--- src/design/nfsa_pkg.sv ---
// Shared constants, status codes and controller/datapath interface types
// for the next-fit slot allocator. No dependencies.
`timescale 1ns / 1ps

package nfsa_pkg;

  // Pool geometry: the live map is held as rows of WORD_W bits.
  localparam int SLOT_COUNT = 1024;
  localparam int WORD_W     = 32;
  localparam int BIT_W      = $clog2(WORD_W);
  localparam int ROWS       = (SLOT_COUNT + WORD_W - 1) / WORD_W;
  localparam int ROW_W      = (ROWS > 1) ? $clog2(ROWS) : 1;
  localparam int IDX_W      = ROW_W + BIT_W;
  localparam int PTR_W      = $clog2(SLOT_COUNT);
  localparam int CNT_W      = $clog2(SLOT_COUNT + 1);

  // Port field widths.
  localparam int HANDLE_W = 11;
  localparam int GRANT_W  = 10;
  localparam int STATUS_W = 3;

  // Request function codes.
  localparam logic FUNC_ALLOC = 1'b0;
  localparam logic FUNC_FREE  = 1'b1;

  // Result status codes.
  typedef enum logic [STATUS_W-1:0] {
    ST_ALLOCATED    = 3'd0,
    ST_FULL         = 3'd1,
    ST_INIT_FAILED  = 3'd2,
    ST_FREED        = 3'd3,
    ST_FREE_IGNORED = 3'd4
  } status_code_t;

  // Commands from the controller to the datapath.
  typedef struct packed {
    logic load;         // capture the accepted request
    logic rd_scan;      // read the row under search
    logic scan;         // look for a free slot in the row just read
    logic rd_free;      // read the row holding the handle
    logic check;        // test and clear the handle's live bit
    logic emit_full;    // report a full pool
    logic emit_ignore;  // report an ignored free
  } cmd_t;

  // Status from the datapath to the controller.
  typedef struct packed {
    logic pool_full;
    logic handle_oor;
    logic found;
  } stat_t;

endpackage

--- src/design/nfsa_ram.sv ---
// Generic single-write, single-read RAM with a registered read port.
// No dependencies.
`timescale 1ns / 1ps

module nfsa_ram #(
  parameter int WIDTH = 32,
  parameter int DEPTH = 32
) (
  input  logic                                   clk,
  input  logic                                   we,
  input  logic [((DEPTH > 1) ? $clog2(DEPTH) : 1)-1:0] waddr,
  input  logic [WIDTH-1:0]                       wdata,
  input  logic                                   re,
  input  logic [((DEPTH > 1) ? $clog2(DEPTH) : 1)-1:0] raddr,
  output logic [WIDTH-1:0]                       rdata_r
);

  logic [WIDTH-1:0] mem [DEPTH];

  // Write port and registered read port.
  always_ff @(posedge clk) begin
    if (we) begin
      mem[waddr] <= wdata;
    end
    if (re) begin
      rdata_r <= mem[raddr];
    end
  end

endmodule

--- src/design/nfsa_ctrl.sv ---
// Controller state machine of the slot allocator: sequences row reads,
// scans and commits. Depends on nfsa_pkg.
`timescale 1ns / 1ps

module nfsa_ctrl
  import nfsa_pkg::*;
(
  input  logic  clk,
  input  logic  rst_n,
  input  logic  start,
  input  logic  in_func,
  input  stat_t stat,
  output cmd_t  cmd,
  output logic  busy
);

  typedef enum logic [2:0] {
    S_IDLE,
    S_RD_ALLOC,
    S_SCAN,
    S_RD_FREE,
    S_CHECK
  } state_t;

  state_t state_r;
  state_t state_nxt;
  logic   busy_r;
  logic   busy_nxt;

  // Next state and commands.
  always_comb begin
    state_nxt = state_r;
    cmd       = '0;
    unique case (state_r)
      S_IDLE: begin
        if (start) begin
          if (in_func == FUNC_ALLOC) begin
            if (stat.pool_full) begin
              cmd.emit_full = 1'b1;
            end else begin
              cmd.load  = 1'b1;
              state_nxt = S_RD_ALLOC;
            end
          end else begin
            if (stat.handle_oor) begin
              cmd.emit_ignore = 1'b1;
            end else begin
              cmd.load  = 1'b1;
              state_nxt = S_RD_FREE;
            end
          end
        end
      end
      S_RD_ALLOC: begin
        cmd.rd_scan = 1'b1;
        state_nxt   = S_SCAN;
      end
      S_SCAN: begin
        cmd.scan  = 1'b1;
        state_nxt = stat.found ? S_IDLE : S_RD_ALLOC;
      end
      S_RD_FREE: begin
        cmd.rd_free = 1'b1;
        state_nxt   = S_CHECK;
      end
      S_CHECK: begin
        cmd.check = 1'b1;
        state_nxt = S_IDLE;
      end
      default: begin
        state_nxt = S_IDLE;
      end
    endcase
    busy_nxt = (state_nxt != S_IDLE);
  end

  // State and registered busy flag.
  always_ff @(posedge clk) begin
    if (!rst_n) begin
      state_r <= S_IDLE;
      busy_r  <= 1'b0;
    end else begin
      state_r <= state_nxt;
      busy_r  <= busy_nxt;
    end
  end

  assign busy = busy_r;

endmodule

--- src/design/nfsa_dp.sv ---
// Datapath of the slot allocator: live-map RAM with row valid flags,
// search pointer, used count, free-bit search and result registers.
// Depends on nfsa_pkg and nfsa_ram.
`timescale 1ns / 1ps

module nfsa_dp
  import nfsa_pkg::*;
(
  input  logic                clk,
  input  logic                rst_n,
  input  cmd_t                cmd,
  input  logic [HANDLE_W-1:0] in_slot_handle,
  input  logic                in_init_ok,
  output stat_t               stat,
  output logic                out_valid,
  output logic [GRANT_W-1:0]  out_granted_slot,
  output logic [STATUS_W-1:0] out_status
);

  // Request and search state.
  logic [PTR_W-1:0] req_handle_r;
  logic             req_init_ok_r;
  logic [ROW_W-1:0] scan_row_r;
  logic             first_r;
  logic [ROW_W-1:0] rd_row_r;
  logic [PTR_W-1:0] ptr_r;
  logic [CNT_W-1:0] used_r;
  logic [ROWS-1:0]  row_valid_r;

  // Result registers.
  logic                out_valid_r;
  logic [GRANT_W-1:0]  out_slot_r;
  status_code_t        out_status_r;

  // Decoded positions and RAM signals.
  logic [IDX_W-1:0]  ptr_ext;
  logic [IDX_W-1:0]  hdl_ext;
  logic [ROW_W-1:0]  ptr_row;
  logic [BIT_W-1:0]  ptr_off;
  logic [ROW_W-1:0]  hdl_row;
  logic [BIT_W-1:0]  hdl_off;
  logic [ROW_W-1:0]  next_row;
  logic              ram_re;
  logic [ROW_W-1:0]  ram_raddr;
  logic [WORD_W-1:0] ram_rdata;
  logic              ram_we;
  logic [WORD_W-1:0] ram_wdata;
  logic [WORD_W-1:0] row_data;
  logic [WORD_W-1:0] occupied;
  logic              found;
  logic [BIT_W-1:0]  ffz_idx;
  logic [IDX_W-1:0]  found_slot;
  logic              hdl_live;
  logic              do_grant;
  logic              do_free;

  assign ptr_ext  = IDX_W'(ptr_r);
  assign hdl_ext  = IDX_W'(req_handle_r);
  assign ptr_row  = ptr_ext[IDX_W-1:BIT_W];
  assign ptr_off  = ptr_ext[BIT_W-1:0];
  assign hdl_row  = hdl_ext[IDX_W-1:BIT_W];
  assign hdl_off  = hdl_ext[BIT_W-1:0];
  assign next_row = (scan_row_r == ROW_W'(ROWS - 1)) ? '0 : scan_row_r + 1'b1;

  // Row read: the handle's row for a free, otherwise the row under search.
  assign ram_re    = cmd.rd_scan | cmd.rd_free;
  assign ram_raddr = cmd.rd_free ? hdl_row : scan_row_r;

  // A row never written since reset reads as all free.
  assign row_data = row_valid_r[rd_row_r] ? ram_rdata : '0;

  // Mark slots that cannot be taken: live ones, those past the pool end,
  // and on the first visit those below the pointer.
  always_comb begin
    logic [IDX_W-1:0] idx;
    occupied = '0;
    idx      = '0;
    for (int b = 0; b < WORD_W; b++) begin
      idx         = {rd_row_r, BIT_W'(b)};
      occupied[b] = row_data[b] | (32'(idx) >= 32'(SLOT_COUNT)) |
                    (first_r & (BIT_W'(b) < ptr_off));
    end
  end

  // Lowest free bit of the row.
  always_comb begin
    found   = 1'b0;
    ffz_idx = '0;
    for (int b = WORD_W - 1; b >= 0; b--) begin
      if (!occupied[b]) begin
        found   = 1'b1;
        ffz_idx = BIT_W'(b);
      end
    end
  end

  assign found_slot = {rd_row_r, ffz_idx};
  assign hdl_live   = row_data[hdl_off];
  assign do_grant   = cmd.scan & found & req_init_ok_r;
  assign do_free    = cmd.check & hdl_live;

  // Live-map write-back: set the granted bit or clear the freed one.
  assign ram_we    = do_grant | do_free;
  assign ram_wdata = do_grant ? (row_data | (WORD_W'(1) << ffz_idx))
                              : (row_data & ~(WORD_W'(1) << hdl_off));

  nfsa_ram #(
    .WIDTH (WORD_W),
    .DEPTH (ROWS)
  ) u_live_ram (
    .clk     (clk),
    .we      (ram_we),
    .waddr   (rd_row_r),
    .wdata   (ram_wdata),
    .re      (ram_re),
    .raddr   (ram_raddr),
    .rdata_r (ram_rdata)
  );

  // Status for the controller.
  assign stat.pool_full  = (used_r == CNT_W'(SLOT_COUNT));
  assign stat.handle_oor = (32'(in_slot_handle) >= 32'(SLOT_COUNT));
  assign stat.found      = found;

  // Control state: pointer, count, row valid flags, result strobe.
  always_ff @(posedge clk) begin
    if (!rst_n) begin
      ptr_r       <= '0;
      used_r      <= '0;
      row_valid_r <= '0;
      first_r     <= 1'b0;
      scan_row_r  <= '0;
      out_valid_r <= 1'b0;
    end else begin
      out_valid_r <= cmd.emit_full | cmd.emit_ignore | (cmd.scan & found) | cmd.check;
      if (cmd.load) begin
        scan_row_r <= ptr_row;
        first_r    <= 1'b1;
      end
      if (cmd.scan && !found) begin
        scan_row_r <= next_row;
        first_r    <= 1'b0;
      end
      if (cmd.scan && found) begin
        ptr_r <= PTR_W'(found_slot);
      end
      if (do_grant) begin
        used_r <= used_r + 1'b1;
      end
      if (do_free) begin
        used_r <= used_r - 1'b1;
      end
      if (ram_we) begin
        row_valid_r[rd_row_r] <= 1'b1;
      end
    end
  end

  // Request capture, read row tracking and result payload.
  always_ff @(posedge clk) begin
    if (cmd.load) begin
      req_handle_r  <= PTR_W'(in_slot_handle);
      req_init_ok_r <= in_init_ok;
    end
    if (ram_re) begin
      rd_row_r <= ram_raddr;
    end
    if (cmd.emit_full) begin
      out_slot_r   <= '0;
      out_status_r <= ST_FULL;
    end else if (cmd.emit_ignore) begin
      out_slot_r   <= '0;
      out_status_r <= ST_FREE_IGNORED;
    end else if (cmd.scan && found) begin
      out_slot_r   <= req_init_ok_r ? GRANT_W'(found_slot) : '0;
      out_status_r <= req_init_ok_r ? ST_ALLOCATED : ST_INIT_FAILED;
    end else if (cmd.check) begin
      out_slot_r   <= '0;
      out_status_r <= hdl_live ? ST_FREED : ST_FREE_IGNORED;
    end
  end

  assign out_valid        = out_valid_r;
  assign out_granted_slot = out_slot_r;
  assign out_status       = out_status_r;

endmodule

--- src/design/next_fit_slot_allocator.sv ---
// Per request: a full-pool allocate or an out-of-range free is answered from idle; a free
// reads the handle's row (single RAM read), then checks it; an allocate reads and scans
// one live-map row after another (1 to ROWS+1 rows of 32 slots) until a slot is free.
// busy is low again in the cycle the result strobe is high, so the next request can start then.
// Reset is synchronous: per-row valid flags clear the live map at once, no clearing pass.
// Results are strobed for one cycle; the receiver cannot stall.
`timescale 1ns / 1ps

module next_fit_slot_allocator
  import nfsa_pkg::*;
(
  input  logic                clk,
  input  logic                rst_n,
  input  logic                start,
  output logic                busy,
  input  logic                in_func,
  input  logic [HANDLE_W-1:0] in_slot_handle,
  input  logic                in_init_ok,
  output logic                out_valid,
  output logic [GRANT_W-1:0]  out_granted_slot,
  output logic [STATUS_W-1:0] out_status
);

  cmd_t  cmd;
  stat_t stat;

  // Controller.
  nfsa_ctrl u_ctrl (
    .clk     (clk),
    .rst_n   (rst_n),
    .start   (start),
    .in_func (in_func),
    .stat    (stat),
    .cmd     (cmd),
    .busy    (busy)
  );

  // Datapath.
  nfsa_dp u_dp (
    .clk              (clk),
    .rst_n            (rst_n),
    .cmd              (cmd),
    .in_slot_handle   (in_slot_handle),
    .in_init_ok       (in_init_ok),
    .stat             (stat),
    .out_valid        (out_valid),
    .out_granted_slot (out_granted_slot),
    .out_status       (out_status)
  );

  // An accepted request either finishes at once or keeps the block busy.
  a_accept_progress: assert property (@(posedge clk) disable iff (!rst_n)
    (start && !busy) |=> (busy || out_valid))
    else $error("accepted request neither busy nor answered");

  // A result only follows an accepted request or work in progress.
  a_result_origin: assert property (@(posedge clk) disable iff (!rst_n)
    out_valid |-> $past(start || busy))
    else $error("result strobe without a request");

  // Only a successful allocation carries a slot number.
  a_slot_zero: assert property (@(posedge clk) disable iff (!rst_n)
    (out_valid && (out_status != ST_ALLOCATED)) |-> (out_granted_slot == '0))
    else $error("non-zero slot on a result other than allocated");

endmodule
--- config.mk ---
export PLATFORM = sky130hd
export DESIGN_NAME = next_fit_slot_allocator
export DESIGN_NICKNAME = d
export VERILOG_FILES = /design/src/design/nfsa_pkg.sv /design/src/design/nfsa_ram.sv /design/src/design/nfsa_ctrl.sv /design/src/design/nfsa_dp.sv /design/src/design/next_fit_slot_allocator.sv
export SDC_FILE = /design/constraint.sdc
export NUM_CORES = 2
export LEC_CHECK = 0
export ABC_AREA = 1
export BUFFER_PORTS_ARGS = -buffer_cell sky130_fd_sc_hd__buf_4
export CORE_UTILIZATION = 55
export CTS_BUF_LIST = sky130_fd_sc_hd__clkbuf_16
export DETAILED_ROUTE_END_ITERATION = 12
export HOLD_SLACK_MARGIN = 0.15
export PLACE_DENSITY = 0.71
export SLEW_MARGIN = 10
export SYNTH_ARGS = -nofsm -noshare
export SYNTH_HDL_FRONTEND = slang
export SYNTH_HIERARCHICAL = 1
export SYNTH_SLANG_ARGS = --single-unit
--- constraint.sdc ---
create_clock -name clk -period 9.6 [get_ports clk]
set_clock_uncertainty 0.05 [all_clocks]
set_input_delay 1.44 -clock clk [delete_from_list [all_inputs] [get_ports clk]]
set_output_delay 1.44 -clock clk [all_outputs]
set_load 0.01 [all_outputs]
==> results.json <==
{
  "status": "complete, no violations",
  "hold_path_depth": 2,
  "syn_area_sq_um": 48900,
  "timing.final.crit_share_pct": 75.2,
  "core.rowCount": 108,
  "gp_congestion": 0.926,
  "fin_setup_tns_ps": 0,
  "synthFlopType": "edfxtp_1",
  "yosysTopAreaCellShare_pct": 65.8,
  "drt_iter0_markers": 4083,
  "routed_wl_microns": 134000,
  "cp.required_ps": 9840,
  "drc": 0,
  "synth_cell_type_count": 45,
  "timing_worst_setup_path_type": "flip-flop to flip-flop",
  "synth-edff-count": 1072,
  "cts_made_buffers": 112,
  "synth.largest_area_cell": "edfxtp_1",
  "grtUsageTotal_pct": 29.6,
  "cts_buffer_depth": 3,
  "hold_violations": 0,
  "grt_pass1_wl_microns": 198000,
  "start_util_pct": 55.9,
  "crit_fanout": 42,
  "cts_max_level": 3,
  "p_leak_nw": 19.1,
  "vias_per_cell": 5.93,
  "cts_resized": 0,
  "rsz0062_at_grt": "no",
  "clk_pin_slew_ps": 60,
  "slowest_delay_ps": 1290,
  "reg2reg_depth": 21,
  "grt_overflow": 0,
  "synthTopCellsByArea": "edfxtp_1, nand2_1, nand3_1",
  "fillers": 6898,
  "worstSkewPairLatency_ps": 700,
  "relSlewSlack_pct": 13.2,
  "routed-via-count": 33600,
  "port_buffers": 30,
  "drive_gt1_share_pct": 7.34,
  "ir_drop_mv": 0.206,
  "hpwl_microns": 77300,
  "io_pins": 31,
  "antenna_found_initial": 3,
  "fin_crit_ps": 7220,
  "cts_hold_buf": 0,
  "core_sq_um": 87400,
  "ant_nets": 0,
  "firstDrtPassIters": 6,
  "area_delta_synth_final_pct": 9.09,
  "wire_per_inst_microns": 23.7,
  "ys_async_sr_fraction_pct": 0,
  "cts_root_buf": "clkbuf_16",
  "startpoint_type": "flip-flop",
  "finalNonFillerCells": 5670,
  "cpMaxStageDelayCell": "nor2_4",
  "synth.most_common_cell": "nand2_1",
  "post-place-ws_ps": 2470,
  "synth_commonest_cells": "nand2_1, edfxtp_1, nand3_1",
  "grt_pass1_vias": 31100,
  "syn_nets": 4514,
  "nets": 4443,
  "min_path_type": "flip-flop to flip-flop",
  "syn_avg_cell_area_sq_um": 10.9,
  "dp_cells": 5455,
  "grt_max_degree": 190,
  "die_x_microns": 300,
  "arrival_ps": 7460,
  "dieArea_sq_um": 90100,
  "cp_common_cell": "nand2_1",
  "maxClockFrequency_ghz": 0.138,
  "ys_warn_count": 6,
  "whs_ps": 416,
  "end_kind": "flip-flop",
  "cts_tree": "yes",
  "post_cts_buffers": 0,
  "syn_inst": 4486,
  "clkSinkCount": 1149,
  "layout_setup_ws_ps": 2380,
  "setup_viol_count_final": 0,
  "power.density_nw_per_um2": 191,
  "crit_chain": "inv_4 -> nand2_1 -> nand2_1 -> nand2_1 -> nand2_1 -> nand2_1 -> nand2_1 -> nor2_4 -> nand2_4 -> nand2_1 -> inv_1 -> nor2_1 -> a221oi_1 -> a221oi_1 -> o31ai_1 -> nand2_1 -> clkinv_1 -> nor2_2 -> inv_2 -> nand3_1 -> nor2_4",
  "ys_seq_elements": 1149,
  "dieHeight_microns": 300,
  "cap_violations": 0,
  "slew_viol_final": 0,
  "worstMarginPinSlew_ps": 1300,
  "ys_seq_area_share_pct": 69.0
}
-- worst max-delay path: cells and delay by family, from the launching register on --
family / cells / cell delay [ps]
and+or+nand+nor: 14 / 3760
AOI/OAI and AO/OA: 3 / 840
DFF: 1 / 770
buffers and inverters: 4 / 1270
-- cell usage in the layout (no fill, tap or decap), types with 3 or more instances in the layout --
cell and count:
diode_2 3, nor2_1 117, buf_12 7, o2111ai_1 4
inv_1 113, clkinv_1 36, edfxtp_1 1072, o21bai_4 15
a221oi_1 3, nand2_4 4, bufinv_16 7, clkinv_2 17
o311ai_0 10, a211oi_1 3, nand2_2 7, nor4_1 3
dfxtp_1 77, o31ai_1 6, o21bai_1 4, xor2_1 4
nor3_1 35, nand3_1 826, nand2_1 1697, ha_1 11
o211ai_1 10, o21ai_4 11, nand4_1 14, a31oi_1 12
inv_2 9, nor3_2 6, nor2_4 35, clkbuf_16 115
a21oi_1 59, buf_4 71, o21ai_0 35, o21ai_1 23
clkinvlp_4 6, nor2_2 5, xnor2_1 4
-- report_power, final --
group	total (mW)	switching [mW]	leakage, nW	internal (mW)
Combinational	0.489	0.364	7.86	0.125
Clock	4.20	1.85	1.82	2.35
Sequential	5.47	0.0340	9.47	5.44
-- logic make-up after synthesis --
kind of cell / synth area share, %
AOI/OAI and AO/OA: 2.44
and+or+nand+nor: 23.7
xor gates and xnor gates: 0.143
DFF: 69.0
adders and majority gates: 0.322
muxes: 0.0230
buffers and inverters: 4.42
-- path summary, 6_finish.rpt --
kind	startpoint	to	slack, ps
min reg2reg	u_dp/row_valid_r[20]	u_dp/row_valid_r[20]	420
max	u_dp/rd_row_r[0]	u_dp/u_live_ram/mem[21][16]	2380
max reg2reg	u_dp/rd_row_r[0]	u_dp/u_live_ram/mem[21][16]	2380
min	u_dp/row_valid_r[20]	u_dp/row_valid_r[20]	420
-- registers in the layout, indices dropped and copies added (netlist names) --
name / count
u_dp/rd_row_r: 5
u_dp/used_r: 11
u_dp/first_r: 1
u_dp/scan_row_r: 5
u_dp/row_valid_r: 32
u_dp/hdl_ext: 10
u_dp/out_valid: 1
u_dp/u_live_ram/rdata_r: 32
u_ctrl/state_r: 3
u_dp/out_status: 3
u_dp/u_live_ram/mem: 1024
u_dp/out_granted_slot: 10
u_dp/req_init_ok_r: 1
u_ctrl/busy: 1
u_dp/ptr_ext: 10
-- stage by stage --
| step | power (mW) | utilization (%) | instance area [sq um] |
|---|---|---|---|
| 6_report | 10.2 | 61.0 | 53400 |
| 5_1_grt | 10.4 | 61.0 | 53300 |
| 4_1_cts | 10.2 | 61.0 | 53300 |
| 3_5_place_dp | 6.06 | 57.0 | 49800 |
| 3_3_place_gp | 6.05 | 57.0 | 49800 |
| 2_1_floorplan | 5.89 | - | 48900 |
-- layer usage --
layer	vias up	global-route usage (%)	share of wire (%)
met2	1731	45.4	46
met4	0	8.41	2.7
li1	15400	-	-
met1	16300	43.3	41
met5	-	0	0
met3	216	5.86	10
-- final cells by class --
cell class	count	area, sq um	area share [%]
clock buffers	115	2880	5.39
flip-flops and latches	1149	33700	63.2
inverters	101	410	0.769
repair buffers	78	673	1.26
clock inverters	96	649	1.22
multi-input cells	2973	13600	25.4
well taps	1155	1450	2.71
diodes	3	7.51	0.0141
No activity file was read; power rests on OpenSTA's default activity.
